**config.mk**
```make
export PLATFORM = sky130hd
export DESIGN_NAME = palette_hue_replace_flat
export DESIGN_NICKNAME = d
export VERILOG_FILES = /design/src/hdl/phr_pkg.sv /design/src/hdl/phr_entry_if.sv /design/src/hdl/phr_result_if.sv /design/src/hdl/phr_recolour.sv /design/src/hdl/palette_hue_replace.sv /design/src/flat_wrapper.sv
export VERILOG_INCLUDE_DIRS = /design/src /design/src/hdl
export SDC_FILE = /design/constraint.sdc
export NUM_CORES = 1
export LEC_CHECK = 0
export BUFFER_PORTS_ARGS = -buffer_cell sky130_fd_sc_hd__buf_2
export CAP_MARGIN = 20
export CORE_MARGIN = 4
export CORE_UTILIZATION = 40
export DETAILED_ROUTE_END_ITERATION = 12
export SYNTH_ARGS = -nofsm -noshare
export SYNTH_HDL_FRONTEND = slang
export SYNTH_SLANG_ARGS = --single-unit
```
**constraint.sdc**
```tcl
create_clock -name clk_i -period 18.7 [get_ports clk_i]
set_input_delay 0 -clock clk_i [delete_from_list [all_inputs] [get_ports clk_i]]
set_output_delay 0 -clock clk_i [all_outputs]
set_load 0.005 [all_outputs]
```
**src/hdl/palette_hue_replace_assert.svh**
```systemverilog
// assertion helpers, clocked on clk_i and disabled while rst_ni is low
`ifndef PALETTE_HUE_REPLACE_ASSERT_SVH
`define PALETTE_HUE_REPLACE_ASSERT_SVH

`define PHR_ASSERT(lbl, prop, msg) \
  lbl: assert property (@(posedge clk_i) disable iff (!rst_ni) prop) else $error(msg);

`define PHR_ASSERT_NEVER(lbl, cond, msg) \
  `PHR_ASSERT(lbl, !(cond), msg)

`endif

```
**src/hdl/phr_pkg.sv**
```systemverilog
package phr_pkg;

  localparam int unsigned CFG_IDX_W = 3;

  localparam logic [CFG_IDX_W-1:0] CFG_FIRST_HUE    = 3'd0;
  localparam logic [CFG_IDX_W-1:0] CFG_FIRST_START  = 3'd1;
  localparam logic [CFG_IDX_W-1:0] CFG_FIRST_END    = 3'd2;
  localparam logic [CFG_IDX_W-1:0] CFG_SECOND_HUE   = 3'd3;
  localparam logic [CFG_IDX_W-1:0] CFG_SECOND_START = 3'd4;
  localparam logic [CFG_IDX_W-1:0] CFG_SECOND_END   = 3'd5;

  localparam logic [7:0] RST_FIRST_HUE    = 8'd30;
  localparam logic [7:0] RST_FIRST_START  = 8'd192;
  localparam logic [7:0] RST_FIRST_END    = 8'd223;
  localparam logic [7:0] RST_SECOND_HUE   = 8'd6;
  localparam logic [7:0] RST_SECOND_START = 8'd160;
  localparam logic [7:0] RST_SECOND_END   = 8'd191;

  // hue circle of 255 codes, 85 codes per 120 degrees
  localparam logic [7:0] HUE_120 = 8'd85;
  localparam logic [7:0] HUE_240 = 8'd170;
  localparam logic [7:0] HUE_360 = 8'd255;
  localparam logic [7:0] HUE_SPLIT_RG = 8'd42;
  localparam logic [7:0] HUE_SPLIT_GB = 8'd127;
  localparam logic [7:0] HUE_SPLIT_BR = 8'd212;

  localparam int unsigned NUM_W  = 6;
  localparam int unsigned DEN_W  = 7;
  localparam int unsigned PROD_W = 14;
  localparam int unsigned REM_W  = 11;
  localparam int unsigned QH_W   = 4;

  typedef struct packed {
    logic [7:0] entry_index;
    logic [7:0] red;
    logic [7:0] green;
    logic [7:0] blue;
  } phr_pix_t;

  // first letter: channel at max, second letter: channel that interpolates
  typedef enum logic [2:0] {
    SECT_RG,
    SECT_GR,
    SECT_GB,
    SECT_BG,
    SECT_BR,
    SECT_RB
  } phr_sect_e;

  typedef struct packed {
    phr_sect_e        sect;
    logic [NUM_W-1:0] num;
    logic [DEN_W-1:0] den;
  } phr_factor_t;

  function automatic phr_factor_t phr_factor(input logic [7:0] hue);
    phr_factor_t f;
    logic [7:0]  num8;
    logic [7:0]  den8;
    if (hue <= HUE_SPLIT_RG) begin
      f.sect = SECT_RG;
      num8   = hue;
      den8   = HUE_120 - hue;
    end else if (hue <= HUE_120) begin
      f.sect = SECT_GR;
      num8   = HUE_120 - hue;
      den8   = hue;
    end else if (hue <= HUE_SPLIT_GB) begin
      f.sect = SECT_GB;
      num8   = hue - HUE_120;
      den8   = HUE_240 - hue;
    end else if (hue <= HUE_240) begin
      f.sect = SECT_BG;
      num8   = HUE_240 - hue;
      den8   = hue - HUE_120;
    end else if (hue <= HUE_SPLIT_BR) begin
      f.sect = SECT_BR;
      num8   = hue - HUE_240;
      den8   = HUE_360 - hue;
    end else begin
      f.sect = SECT_RB;
      num8   = HUE_360 - hue;
      den8   = hue - HUE_240;
    end
    f.num = num8[NUM_W-1:0];
    f.den = den8[DEN_W-1:0];
    return f;
  endfunction

endpackage

```
**src/hdl/phr_entry_if.sv**
```systemverilog
interface phr_entry_if;
  logic       valid;
  logic       ready;
  logic [7:0] entry_index;
  logic [7:0] red_in;
  logic [7:0] green_in;
  logic [7:0] blue_in;

  modport source (output valid, entry_index, red_in, green_in, blue_in, input ready);
  modport sink (input valid, entry_index, red_in, green_in, blue_in, output ready);
endinterface

```
**src/hdl/phr_result_if.sv**
```systemverilog
interface phr_result_if;
  logic       valid;
  logic       ready;
  logic [7:0] red_out;
  logic [7:0] green_out;
  logic [7:0] blue_out;

  modport source (output valid, red_out, green_out, blue_out, input ready);
  modport sink (input valid, red_out, green_out, blue_out, output ready);
endinterface

```
**src/hdl/phr_recolour.sv**
```systemverilog
module phr_recolour (
  input  logic              clk_i,
  input  logic              rst_ni,
  input  logic              in_valid_i,
  output logic              in_ready_o,
  input  phr_pkg::phr_pix_t in_pix_i,
  input  logic [7:0]        hue_i,
  input  logic [7:0]        start_i,
  input  logic [7:0]        last_i,
  output logic              out_valid_o,
  input  logic              out_ready_i,
  output phr_pkg::phr_pix_t out_pix_o
);
  import phr_pkg::*;

  // stage a: range check, max/min, sector decode, d*num
  logic              a_v_q;
  phr_pix_t          a_pix_q;
  logic              a_hit_q;
  logic [7:0]        a_mx_q, a_mn_q;
  phr_sect_e         a_sect_q;
  logic [DEN_W-1:0]  a_den_q;
  logic [PROD_W-1:0] a_rem_q;

  // stage b: upper four quotient bits
  logic              b_v_q;
  phr_pix_t          b_pix_q;
  logic              b_hit_q;
  logic [7:0]        b_mx_q, b_mn_q;
  phr_sect_e         b_sect_q;
  logic [DEN_W-1:0]  b_den_q;
  logic [QH_W-1:0]   b_qhi_q;
  logic [REM_W-1:0]  b_rem_q;

  // stage c: lower quotient bits and channel placement
  logic              c_v_q;
  phr_pix_t          c_pix_q;

  logic a_rdy, b_rdy, c_rdy;

  logic              a_hit_d;
  logic [7:0]        a_mx_d, a_mn_d;
  phr_factor_t       a_fac;
  logic [PROD_W-1:0] a_rem_d;

  logic [QH_W-1:0]   b_qhi_d;
  logic [REM_W-1:0]  b_rem_d;

  phr_pix_t          c_pix_d;

  assign c_rdy      = !c_v_q || out_ready_i;
  assign b_rdy      = !b_v_q || c_rdy;
  assign a_rdy      = !a_v_q || b_rdy;
  assign in_ready_o = a_rdy;

  always_comb begin
    logic [7:0] r, g, b, d;
    r = in_pix_i.red;
    g = in_pix_i.green;
    b = in_pix_i.blue;
    a_hit_d = (in_pix_i.entry_index >= start_i) && (in_pix_i.entry_index <= last_i);
    a_mx_d = r;
    if (g > a_mx_d) a_mx_d = g;
    if (b > a_mx_d) a_mx_d = b;
    a_mn_d = r;
    if (g < a_mn_d) a_mn_d = g;
    if (b < a_mn_d) a_mn_d = b;
    d       = a_mx_d - a_mn_d;
    a_fac   = phr_factor(hue_i);
    a_rem_d = PROD_W'(d) * PROD_W'(a_fac.num);
  end

  // restoring division, quotient bits 7..4
  always_comb begin
    logic [PROD_W-1:0] rem;
    logic [PROD_W:0]   trial;
    rem     = a_rem_q;
    b_qhi_d = '0;
    for (int i = 0; i < QH_W; i++) begin
      trial = (PROD_W+1)'(a_den_q) << (7 - i);
      if ({1'b0, rem} >= trial) begin
        rem             = rem - trial[PROD_W-1:0];
        b_qhi_d[3 - i]  = 1'b1;
      end
    end
    b_rem_d = rem[REM_W-1:0];
  end

  // quotient bits 3..0, then comp = min + quotient
  always_comb begin
    logic [REM_W-1:0] rem;
    logic [REM_W-1:0] trial;
    logic [3:0]       qlo;
    logic [7:0]       comp;
    rem = b_rem_q;
    qlo = '0;
    for (int i = 0; i < 4; i++) begin
      trial = REM_W'(b_den_q) << (3 - i);
      if (rem >= trial) begin
        rem        = rem - trial;
        qlo[3 - i] = 1'b1;
      end
    end
    comp    = b_mn_q + {b_qhi_q, qlo};
    c_pix_d = b_pix_q;
    if (b_hit_q) begin
      case (b_sect_q)
        SECT_RG: begin
          c_pix_d.red = b_mx_q; c_pix_d.green = comp;   c_pix_d.blue = b_mn_q;
        end
        SECT_GR: begin
          c_pix_d.red = comp;   c_pix_d.green = b_mx_q; c_pix_d.blue = b_mn_q;
        end
        SECT_GB: begin
          c_pix_d.red = b_mn_q; c_pix_d.green = b_mx_q; c_pix_d.blue = comp;
        end
        SECT_BG: begin
          c_pix_d.red = b_mn_q; c_pix_d.green = comp;   c_pix_d.blue = b_mx_q;
        end
        SECT_BR: begin
          c_pix_d.red = comp;   c_pix_d.green = b_mn_q; c_pix_d.blue = b_mx_q;
        end
        SECT_RB: begin
          c_pix_d.red = b_mx_q; c_pix_d.green = b_mn_q; c_pix_d.blue = comp;
        end
        default: begin
          c_pix_d = b_pix_q;
        end
      endcase
    end
  end

  always_ff @(posedge clk_i or negedge rst_ni) begin
    if (!rst_ni) begin
      a_v_q <= 1'b0;
      b_v_q <= 1'b0;
      c_v_q <= 1'b0;
    end else begin
      if (a_rdy) a_v_q <= in_valid_i;
      if (b_rdy) b_v_q <= a_v_q;
      if (c_rdy) c_v_q <= b_v_q;
    end
  end

  always_ff @(posedge clk_i) begin
    if (a_rdy && in_valid_i) begin
      a_pix_q  <= in_pix_i;
      a_hit_q  <= a_hit_d;
      a_mx_q   <= a_mx_d;
      a_mn_q   <= a_mn_d;
      a_sect_q <= a_fac.sect;
      a_den_q  <= a_fac.den;
      a_rem_q  <= a_rem_d;
    end
    if (b_rdy && a_v_q) begin
      b_pix_q  <= a_pix_q;
      b_hit_q  <= a_hit_q;
      b_mx_q   <= a_mx_q;
      b_mn_q   <= a_mn_q;
      b_sect_q <= a_sect_q;
      b_den_q  <= a_den_q;
      b_qhi_q  <= b_qhi_d;
      b_rem_q  <= b_rem_d;
    end
    if (c_rdy && b_v_q) begin
      c_pix_q <= c_pix_d;
    end
  end

  assign out_valid_o = c_v_q;
  assign out_pix_o   = c_pix_q;

endmodule

```
**src/hdl/palette_hue_replace.sv**
```systemverilog
// palette_hue_replace: moves palette entries to a configured hue while keeping
// each entry's largest and smallest channel.
// entry_i takes one entry per transaction (index, red, green, blue) and
// result_o returns the recolored red, green, blue in the same order.
// entries whose index lies in the first range are recolored with first_hue,
// then entries in the second range with second_hue; others pass unchanged.
// configuration: cfg_we_i writes cfg_data_i into register cfg_index_i
// (0 first_hue, 1 first_start, 2 first_end, 3 second_hue, 4 second_start,
// 5 second_end); other indexes are ignored. write only while the pipe is empty.
// three register stages per hue region (max/min and multiply, two four-bit
// division steps) lie between an accepted entry and its result.
// throughput: one entry per cycle while the pipe is not held by a stalled result.
// a stalled result holds; stages behind it keep filling until every stage
// holds an entry, so up to six entries are held without loss.
// reset: pipeline empty, registers at 30, 192, 223, 6, 160, 191.
`include "palette_hue_replace_assert.svh"

module palette_hue_replace (
  input  logic                            clk_i,
  input  logic                            rst_ni,
  phr_entry_if.sink                       entry_i,
  phr_result_if.source                    result_o,
  input  logic                            cfg_we_i,
  input  logic [phr_pkg::CFG_IDX_W-1:0]   cfg_index_i,
  input  logic [7:0]                      cfg_data_i
);
  import phr_pkg::*;

  logic [7:0] first_hue_q, first_start_q, first_end_q;
  logic [7:0] second_hue_q, second_start_q, second_end_q;

  phr_pix_t in_pix, mid_pix, out_pix;
  logic     mid_valid, mid_ready;

  always_ff @(posedge clk_i or negedge rst_ni) begin
    if (!rst_ni) begin
      first_hue_q    <= RST_FIRST_HUE;
      first_start_q  <= RST_FIRST_START;
      first_end_q    <= RST_FIRST_END;
      second_hue_q   <= RST_SECOND_HUE;
      second_start_q <= RST_SECOND_START;
      second_end_q   <= RST_SECOND_END;
    end else if (cfg_we_i) begin
      case (cfg_index_i)
        CFG_FIRST_HUE:    first_hue_q    <= cfg_data_i;
        CFG_FIRST_START:  first_start_q  <= cfg_data_i;
        CFG_FIRST_END:    first_end_q    <= cfg_data_i;
        CFG_SECOND_HUE:   second_hue_q   <= cfg_data_i;
        CFG_SECOND_START: second_start_q <= cfg_data_i;
        CFG_SECOND_END:   second_end_q   <= cfg_data_i;
        default: ;
      endcase
    end
  end

  assign in_pix.entry_index = entry_i.entry_index;
  assign in_pix.red         = entry_i.red_in;
  assign in_pix.green       = entry_i.green_in;
  assign in_pix.blue        = entry_i.blue_in;

  phr_recolour u_first (
    .clk_i       (clk_i),
    .rst_ni      (rst_ni),
    .in_valid_i  (entry_i.valid),
    .in_ready_o  (entry_i.ready),
    .in_pix_i    (in_pix),
    .hue_i       (first_hue_q),
    .start_i     (first_start_q),
    .last_i      (first_end_q),
    .out_valid_o (mid_valid),
    .out_ready_i (mid_ready),
    .out_pix_o   (mid_pix)
  );

  // second region sees the first region's result
  phr_recolour u_second (
    .clk_i       (clk_i),
    .rst_ni      (rst_ni),
    .in_valid_i  (mid_valid),
    .in_ready_o  (mid_ready),
    .in_pix_i    (mid_pix),
    .hue_i       (second_hue_q),
    .start_i     (second_start_q),
    .last_i      (second_end_q),
    .out_valid_o (result_o.valid),
    .out_ready_i (result_o.ready),
    .out_pix_o   (out_pix)
  );

  assign result_o.red_out   = out_pix.red;
  assign result_o.green_out = out_pix.green;
  assign result_o.blue_out  = out_pix.blue;

  `PHR_ASSERT(a_ready_follows_sink, result_o.ready |-> entry_i.ready, "pipe stalls with sink ready")
  `PHR_ASSERT_NEVER(a_mid_empty_stall, !mid_valid && !entry_i.ready, "first region stalls while empty")
  `PHR_ASSERT(a_mid_hold, mid_valid && !mid_ready |=> mid_valid, "mid transaction dropped")
  `PHR_ASSERT(a_cfg_hold, !cfg_we_i |=> $stable(first_hue_q) && $stable(second_hue_q), "hue changed without write")

endmodule
```
**src/flat_wrapper.sv**
```systemverilog
// flat-port wrapper written by rule: the top's interface ports become plain ports
module palette_hue_replace_flat import phr_pkg::*;
  (clk_i, rst_ni, cfg_we_i, cfg_index_i, cfg_data_i, entry_i_valid, entry_i_entry_index, entry_i_red_in, entry_i_green_in, entry_i_blue_in, entry_i_ready, result_o_valid, result_o_red_out, result_o_green_out, result_o_blue_out, result_o_ready);
  phr_entry_if entry_i_i ();
  phr_result_if result_o_i ();
  input  logic clk_i;
  input  logic rst_ni;
  input  logic cfg_we_i;
  input  logic [phr_pkg::CFG_IDX_W-1:0] cfg_index_i;
  input  logic [7:0] cfg_data_i;
  input wire logic [$bits(entry_i_i.valid)-1:0] entry_i_valid;
  input wire logic [$bits(entry_i_i.entry_index)-1:0] entry_i_entry_index;
  input wire logic [$bits(entry_i_i.red_in)-1:0] entry_i_red_in;
  input wire logic [$bits(entry_i_i.green_in)-1:0] entry_i_green_in;
  input wire logic [$bits(entry_i_i.blue_in)-1:0] entry_i_blue_in;
  output wire logic [$bits(entry_i_i.ready)-1:0] entry_i_ready;
  output wire logic [$bits(result_o_i.valid)-1:0] result_o_valid;
  output wire logic [$bits(result_o_i.red_out)-1:0] result_o_red_out;
  output wire logic [$bits(result_o_i.green_out)-1:0] result_o_green_out;
  output wire logic [$bits(result_o_i.blue_out)-1:0] result_o_blue_out;
  input wire logic [$bits(result_o_i.ready)-1:0] result_o_ready;
  assign entry_i_i.valid = entry_i_valid;
  assign entry_i_i.entry_index = entry_i_entry_index;
  assign entry_i_i.red_in = entry_i_red_in;
  assign entry_i_i.green_in = entry_i_green_in;
  assign entry_i_i.blue_in = entry_i_blue_in;
  assign entry_i_ready = entry_i_i.ready;
  assign result_o_valid = result_o_i.valid;
  assign result_o_red_out = result_o_i.red_out;
  assign result_o_green_out = result_o_i.green_out;
  assign result_o_blue_out = result_o_i.blue_out;
  assign result_o_i.ready = result_o_ready;
  palette_hue_replace u_core (.clk_i(clk_i), .rst_ni(rst_ni), .entry_i(entry_i_i), .result_o(result_o_i), .cfg_we_i(cfg_we_i), .cfg_index_i(cfg_index_i), .cfg_data_i(cfg_data_i));
endmodule
```
Word-level counts from Yosys, hierarchy flattened
Cells that the tools add are included.
{"block": "classes", "addsub": 28, "n_mul": 2, "n_div": 0, "n_lt_le_gt_ge": 38, "eq_ne": 15, "shift": 0, "mux": 70, "bitwise_logic": 0, "n_reduce_logical": 33}
{"operator": "$pmux W24 S6", "count": 2}
{"operator": "$mux W11", "count": 8}
{"operator": "$mux W14", "count": 6}
{"operator": "$mux W7", "count": 10}
{"operator": "$mux W8", "count": 8}
{"operator": "$mux W6", "count": 10}
{"operator": "$mux W24", "count": 2}
{"operator": "$gt A8 B8 Y1", "count": 4}
{"operator": "$le A8 B7 Y1 const B", "count": 4}
{"operator": "$le A8 B8 Y1 const B", "count": 4}
{"operator": "$lt A8 B8 Y1", "count": 4}
{"operator": "$ge A14 B11 Y1", "count": 2}
{"operator": "$ge A14 B12 Y1", "count": 2}
{"operator": "$ge A14 B13 Y1", "count": 2}
{"operator": "$ge A14 B14 Y1", "count": 2}
{"operator": "$mul A8 B6 Y14", "count": 2}
{"operator": "$sub A14 B12 Y14", "count": 2}
{"operator": "$sub A14 B13 Y14", "count": 2}
{"operator": "$sub A14 B14 Y14", "count": 2}
{"operator": "$sub A7 B7 Y7 const A", "count": 4}
{"operator": "$ge A11 B10 Y1", "count": 2}
{"operator": "$ge A11 B7 Y1", "count": 2}
{"operator": "$ge A11 B8 Y1", "count": 2}
{"operator": "$ge A11 B9 Y1", "count": 2}
{"operator": "24 further kinds", "count": 96}
{"block": "totals", "ff_bits": 388, "latch_bits": 0, "ram_bits": 0, "romBits": 0, "input_bits": 48, "output_inout_bits": 26, "word_cells": 249, "memories": 0}

Longest topological paths before layout
Gate-level depths: netlist of the first run.
{"block": "logic_depth", "ltp_word": 11, "mapped_depth": 52, "mapped_depth_nobuf": 50}

By module
A second synthesis of the first run with hierarchy kept.
{"block": "unflattened", "cells_unflattened": 2812, "hier_area_um2": 29137.9}
{"module": "phr_recolour (u_core.u_second)", "instances": 1, "cells_each": 1363, "area_per_inst_um2": 13681.9, "seq_area_each_um2": 5450.2}
{"module": "phr_recolour (u_core.u_first)", "instances": 1, "cells_each": 1343, "area_per_inst_um2": 13593.0, "seq_area_each_um2": 5450.2}
{"module": "palette_hue_replace", "instances": 1, "cells_each": 106, "area_per_inst_um2": 1863.0, "seq_area_each_um2": 1231.2}

Worst setup path before layout of the first run
OpenSTA, ideal clock, no wires.
{"block": "synth_path", "path_type": "register -> register", "from": "register u_core.u_first.b_rem_q[3]", "to": "register u_core.u_first.c_pix_q (netlist bit u_core.u_first.out_pix_o[6]), data pin", "setup_ns": 0.254, "t_arrival_ns": 8.686, "required_ns": 18.446, "slack_ns": 9.760, "path_stages_with_launch": 52, "period_less_slack_ns": 8.940, "path_cell_list": "edfxtp_1 inv_1 ha_1 inv_1 fa_1 a21oi_1 o21ai_0 nand3_1 nand2b_1 buf_2 o21ai_0 inv_1 ha_1 nor2b_1 o21ai_0 a21oi_1 nor4_1 and2_1 [... 16 more ...] a21o_1 a21o_1 a21oi_1 o211ai_1 nor4_1 o21ai_0 ha_1 inv_1 fa_1 inv_1 a21oi_1 o21bai_1 a21o_1 a21oi_1 xnor2_1 nand2_1 o2111ai_1 o21a_1"}
{"item": "start, declared", "line_no": "phr_recolour.sv:33", "source": "logic [REM_W-1:0] b_rem_q;"}
{"item": "start signal, assigned", "line_no": "phr_recolour.sv:163", "source": "b_rem_q <= b_rem_d;"}
{"item": "end signal, assigned", "line_no": "phr_recolour.sv:166", "source": "c_pix_q <= c_pix_d;"}
{"item": "end, declared", "line_no": "phr_recolour.sv:37", "source": "phr_pix_t c_pix_q;"}

==> results of run 1 <==
-- cell type report --
class / count / area, sq um
Clock inverter: 33 / 369
Sequential cell: 388 / 11400
Fill cell: 6597 / 38200
Multi-Input combinational cell: 2066 / 15600
Tap cell: 940 / 1180
Timing Repair Buffer: 153 / 1120
Inverter: 276 / 1040
Clock buffer: 49 / 1170
-- registers in the layout, indices dropped and copies added, names as in the netlist, 11 cells and up --
| register | cells |
|---|---|
| u_core.u_second.out_pix_o | 24 |
| u_core.u_second.b_pix_q | 24 |
| u_core.u_second.b_rem_q | 11 |
| u_core.u_second.a_pix_q | 24 |
| u_core.u_first.b_rem_q | 11 |
| u_core.u_first.a_pix_q | 32 |
| u_core.u_second.a_rem_q | 14 |
| u_core.u_first.out_pix_o | 32 |
| u_core.u_first.b_pix_q | 32 |
| u_core.u_first.a_rem_q | 14 |
-- path summary, 6_finish.rpt --
| path | from | endpoint | slack [ns] |
|---|---|---|---|
| worst min-delay path | rst_ni | u_core.first_hue_q[0] | 0.15 |
| worst max register to register | u_core.u_first.b_den_q[0] | u_core.u_first.out_pix_o[6] | 8.24 |
| worst min register to register | u_core.u_second.a_pix_q[22] | u_core.u_second.b_pix_q[22] | 0.41 |
| max in group asynchronous | rst_ni | u_core.u_second.a_v_q | 18.01 |
| min in group clk_i | entry_i_entry_index[0] | u_core.u_first.a_pix_q[24] | 0.18 |
| worst max-delay path | u_core.u_first.b_den_q[0] | u_core.u_first.out_pix_o[6] | 8.24 |
-- cell usage in the layout, fill, tap and decap left out, types with 25 or more instances in the layout --
master         netlist  layout
mux2i_1             52      52
o21a_1              31      31
and2_1              39      36
clkbuf_16            0      46
dlygate4sd3_1        0      58
a21o_1             105     105
nand2_1            185     185
buf_2                3      73
ha_1               282     282
nor2_1             216     216
inv_1              269     269
o21ai_0            153     153
a21oi_1            268     267
nand2b_1            57      57
xnor2_1             72      72
fa_1                68      68
nor3_1              25      25
mux2_2              58      58
nand3_1             32      32
edfxtp_1           334     334
o21bai_1            28      28
xor2_1              37      37
dfrtp_1             30      30
nor2b_1             46      44
-- stage by stage --
stage	cell area, sq um	instances
floorplan	28300	2801
global placement	29800	3762
detailed placement	29800	3762
CTS	31900	3902
global route	31900	3905
finish	31900	3905
-- logic make-up (layout without fill, tap and decap cells) --
| kind of cell | after synthesis | after routing | share of synthesized area |
|---|---|---|---|
| AOI/OAI and AO/OA | 768 | 768 | 0.172 |
| muxes | 124 | 124 | 0.0476 |
| and+or+nand+nor | 715 | 715 | 0.125 |
| buffers and inverters | 347 | 511 | 0.0464 |
| DFF | 388 | 388 | 0.403 |
| xor gates and xnor gates | 109 | 109 | 0.0337 |
| adders and majority gates | 350 | 350 | 0.173 |
-- worst register-to-register path: cells and delay by family (launching register included) --
family                   cells  cell delay [ns]
flip-flops                   1             0.42
adder cells (fa/ha/maj)      7             1.91
AO/OA/AOI/OAI               22             3.94
buffers and inverters        4             0.27
AND/OR/NAND/NOR             12             2.99
multiplexers                 2             0.59
XOR/XNOR                     1             0.12
-- per-layer routing --
layer	GRT usage	up-vias	share of wire
li1	-	10400	-
met1	0.248	10300	0.45
met2	0.317	553	0.48
met3	0.0228	109	0.044
met4	0.0585	0	0.029
met5	0	-	0
-- timing repair --
item | 4_1_cts | 5_1_grt
hold buffers | 58 | 0
endpoints found under the hold margin | 129 | 0
buffers inserted | 0 | 0
==> impl_metrics.toml, run 1 <==
[status]
status = "complete, no violations"

[die]
row_count = 97
fp.coreArea_sq_um = 70100
ios = 74
die_h_um = 274
die-area_sq_um = 75200
dieWidth_um = 274
start_util = 0.404

[routing]
wl_per_cell_um = 18.1
wirelength_um = 70800
drtPass1Iterations = 5
via_count = 21400
routed_via_density = 5.47
drtAntennaViolNets = 0
drt_iter0_drc = 1326
drc = 0

[synth]
synth_common_cells = "334 x edfxtp_1, 282 x ha_1, 269 x inv_1"
synth_flop_cell = "edfxtp_1"
post_synth.cell_area_avg_sq_um = 10.1
synth_area_leaders = "edfxtp_1 35%, ha_1 12%, fa_1 4.8%, a21oi_1 4.7%, inv_1 3.6%"
synth_nets = 3199
synthCells = 2801
ys_ff_latch = 388
yosysMostFrequentCell = "edfxtp_1"
netlist_area_sq_um = 28300
yosys.area.top_type = "edfxtp_1"
asyncSetResetFlopFracSynth = 0.139
synth_top_area_frac = 0.354
ys_warn_count = 0
seq_area_frac_synth = 0.403
synth_edf_count = 334
synth.distinct_cells = 93

[sta]
holdWs_ns = 0.146
finalCritPeriodShare = 0.559
skew_ns = 0.0102
setup_slack_ns = 8.24
worstMarginPinSlew_ns = 1.09
hold_viol_final = 0
setup_tns_ns = 0
period_minus_slack_ns = 10.46
finalSetupViolations = 0
fmax_mhz = 95.6
drv_slew = 0
rsz0062_at_grt = "no"
relSlewSlack = 0.270

[global_routing]
grt_start_max_net_pins = 74
grt-ovfl-total = 0
grt_usage = 0.186
grt_pass1_wl_um = 114000
antenna_found_initial = 0
grt_pass1_vias = 21200

[layout]
antennaDiodeCount = 0
nets = 3327
area_growth_pct = 12.6
layout-drive-gt1-share = 0.101
finish.utilization = 0.455

[clock_tree]
htree_levels = 2
cts_resized = 0
cts.clk_slew.worst_paths_ns = 0.06
numCtsBuffers = 44
cts_tree = "done"
cts.path.max_buffers = 3
clkLatencyLatePin_ns = 0.57
cts-root-buf = "clkbuf_16"
clock-sinks = 388

[critical_path]
setup.worst_path.start_class = "flip-flop"
crit_family = "compound AO/OA/AOI/OAI gates"
cp_data_arrival_time_ns = 10.78
cp-end-kind = "flip-flop"
worst-path-stages = 48
crit_fanout = 10
r2r_cells = 48
critical_path.max_stage_delay_ns = 0.65
cp.required_ns = 19.02
critPathKind = "flip-flop to flip-flop"
critPathSlowestCell = "nor3_2"
cp_num_buf_inv = 4

[placed_design]
gp_congestion = 0.874
place_ws_ns = 8.33
port_buffers = 73
hpwl_um = 54900

[run]
cap_violations = 0

[min_path]
hp-class = "primary input to async pin"
Power of run 1 is not shown: default switching activity piles up to over one toggle a cycle in this logic, so the estimate is an artifact.
==> run 2: changes to the inputs <==
==> constraint.sdc (replaced) <==
create_clock -name clk_i -period 9 [get_ports clk_i]
set_input_delay 0 -clock clk_i [delete_from_list [all_inputs] [get_ports clk_i]]
set_output_delay 0 -clock clk_i [all_outputs]
set_load 0.005 [all_outputs]
==> impl_metrics.toml, run 2 (synthesis results as in run 1) <==
[die]
die_h_um = 274
die-area_sq_um = 75200
start_util = 0.404
ios = 74
row_count = 97
dieWidth_um = 274
fp.coreArea_sq_um = 70100

[clock_tree]
cts.path.max_buffers = 3
numCtsBuffers = 44
cts.clk_slew.worst_paths_ns = 0.06
clkLatencyLatePin_ns = 0.57
htree_levels = 2
clock-sinks = 388
cts-root-buf = "clkbuf_16"
cts_tree = "done"

[critical_path]
r2r_setup_slack_ns = 0.47
cp.required_ns = 9.33
setup.worst_path.start_class = "flip-flop"
crit_fanout = 9
cp_data_arrival_time_ns = 8.86
cp-end-kind = "flip-flop"
critical_path.max_stage_delay_ns = 0.43
crit_family = "compound AO/OA/AOI/OAI gates"
cp_num_buf_inv = 4
critPathKind = "flip-flop to flip-flop"
crit_top_cell = "a21o_1"
critPathSlowestCell = "edfxtp_1"

[global_routing]
grt_start_max_net_pins = 71
grt_pass1_wl_um = 115000
grt_usage = 0.190
grt_pass1_vias = 21700
antenna_found_initial = 0
grt-ovfl-total = 0

[layout]
finish.utilization = 0.469
layout_common_cells = "334 x edfxtp_1, 275 x ha_1, 267 x inv_1"
area_growth_pct = 16.2
layout-drive-gt1-share = 0.148
final_common_cell = "edfxtp_1"
antennaDiodeCount = 0
nets = 3428

[sta]
finalCritPeriodShare = 0.948
finalSetupViolations = 0
skew_ns = 0.0296
fmax_mhz = 117
period_minus_slack_ns = 8.53
setup_tns_ns = 0
drv_slew = 0
setup_slack_ns = 0.467
rsz0062_at_grt = "yes"
worstMarginPinSlew_ns = 1.06
hold_viol_final = 0
relSlewSlack = 0.287

[routing]
drtAntennaViolNets = 0
wl_per_cell_um = 18.1
drt_iter0_drc = 1180
drtPass1Iterations = 5
via_count = 21800
routed_via_density = 5.44
wirelength_um = 72600
drc = 0

[placed_design]
hpwl_um = 56500
port_buffers = 73
gp_congestion = 0.897
place_ws_ns = -0.106

[run]
cap_violations = 0

[status]
status = "complete, no violations"

[min_path]
hp-class = "primary input to flip-flop"
[run 2: cell types whose count changed in the layout (fill, tap and decap cells not counted), sizes merged]
cell	before	now
buf	95	195
clkinvlp	7	1
inv	280	279
clkinv	16	18
dlygate4sd3	58	57
bufinv	6	7
nand2b	57	58
clkbuf	49	52
[run 2: what timing repair did]
item / 4_1_cts / 5_1_grt
setup endpoints to repair: 8 / 65
setup buffers: 0 / 10
hold endpoints to repair: 130 / 0
cloned: 0 / 1
gates resized for setup: 4 / 81
hold buffers: 57 / 0
pin swaps: 0 / 23
[run 2: worst min-delay path: cells and delay by family]
| family | cells | cell delay, ns |
|---|---|---|
| buffers and inverters | 1 | 0.15 |
| AO/OA/AOI/OAI | 2 | 0.38 |
[run 2: cell type report]
class                           instances  area [sq um]
Fill cell                            6589         37200
Timing Repair Buffer                  253          1880
Clock inverter                         29           350
Sequential cell                       388         11400
Inverter                              276          1040
Tap cell                              940          1180
Multi-Input combinational cell       2067         15900
Clock buffer                           51          1130
[run 2: worst paths after layout]
kind | cells past startpoint | start | to
worst max-delay path | 45 | u_core.u_first.b_rem_q[7] | u_core.u_first.out_pix_o[6]
min in group asynchronous | 3 | rst_ni | u_core.first_hue_q[0]
worst min register to register | 0 | u_core.u_first.b_pix_q[24] | u_core.u_first.out_pix_o[24]
worst min-delay path | 3 | entry_i_green_in[1] | u_core.u_first.a_mn_q[1]
max in group asynchronous | 3 | rst_ni | u_core.u_first.a_v_q
worst max register to register | 45 | u_core.u_first.b_rem_q[7] | u_core.u_first.out_pix_o[6]
[run 2: per-stage QoR]
| step | std cells | area (sq um) | hold WS [ns] |
|---|---|---|---|
| after floorplan | 2801 | 28300 | -0.296 |
| after global placement | 3853 | 30400 | 0.191 |
| after detailed placement | 3854 | 30500 | 0.204 |
| after CTS | 3991 | 32500 | 0.0687 |
| after global routing | 4004 | 32900 | 0.119 |
| final | 4004 | 32900 | 0.132 |
[run 2: metal layers]
layer / vias to the layer above / wire length (um) / GRT usage
met3: 123 / 2950 / 0.0232
met4: 0 / 1900 / 0.0557
met2: 556 / 35700 / 0.329
met1: 10500 / 32100 / 0.250
li1: 10600 / - / -
met5: - / 0 / 0
Power of run 2 is left out for the same reason.
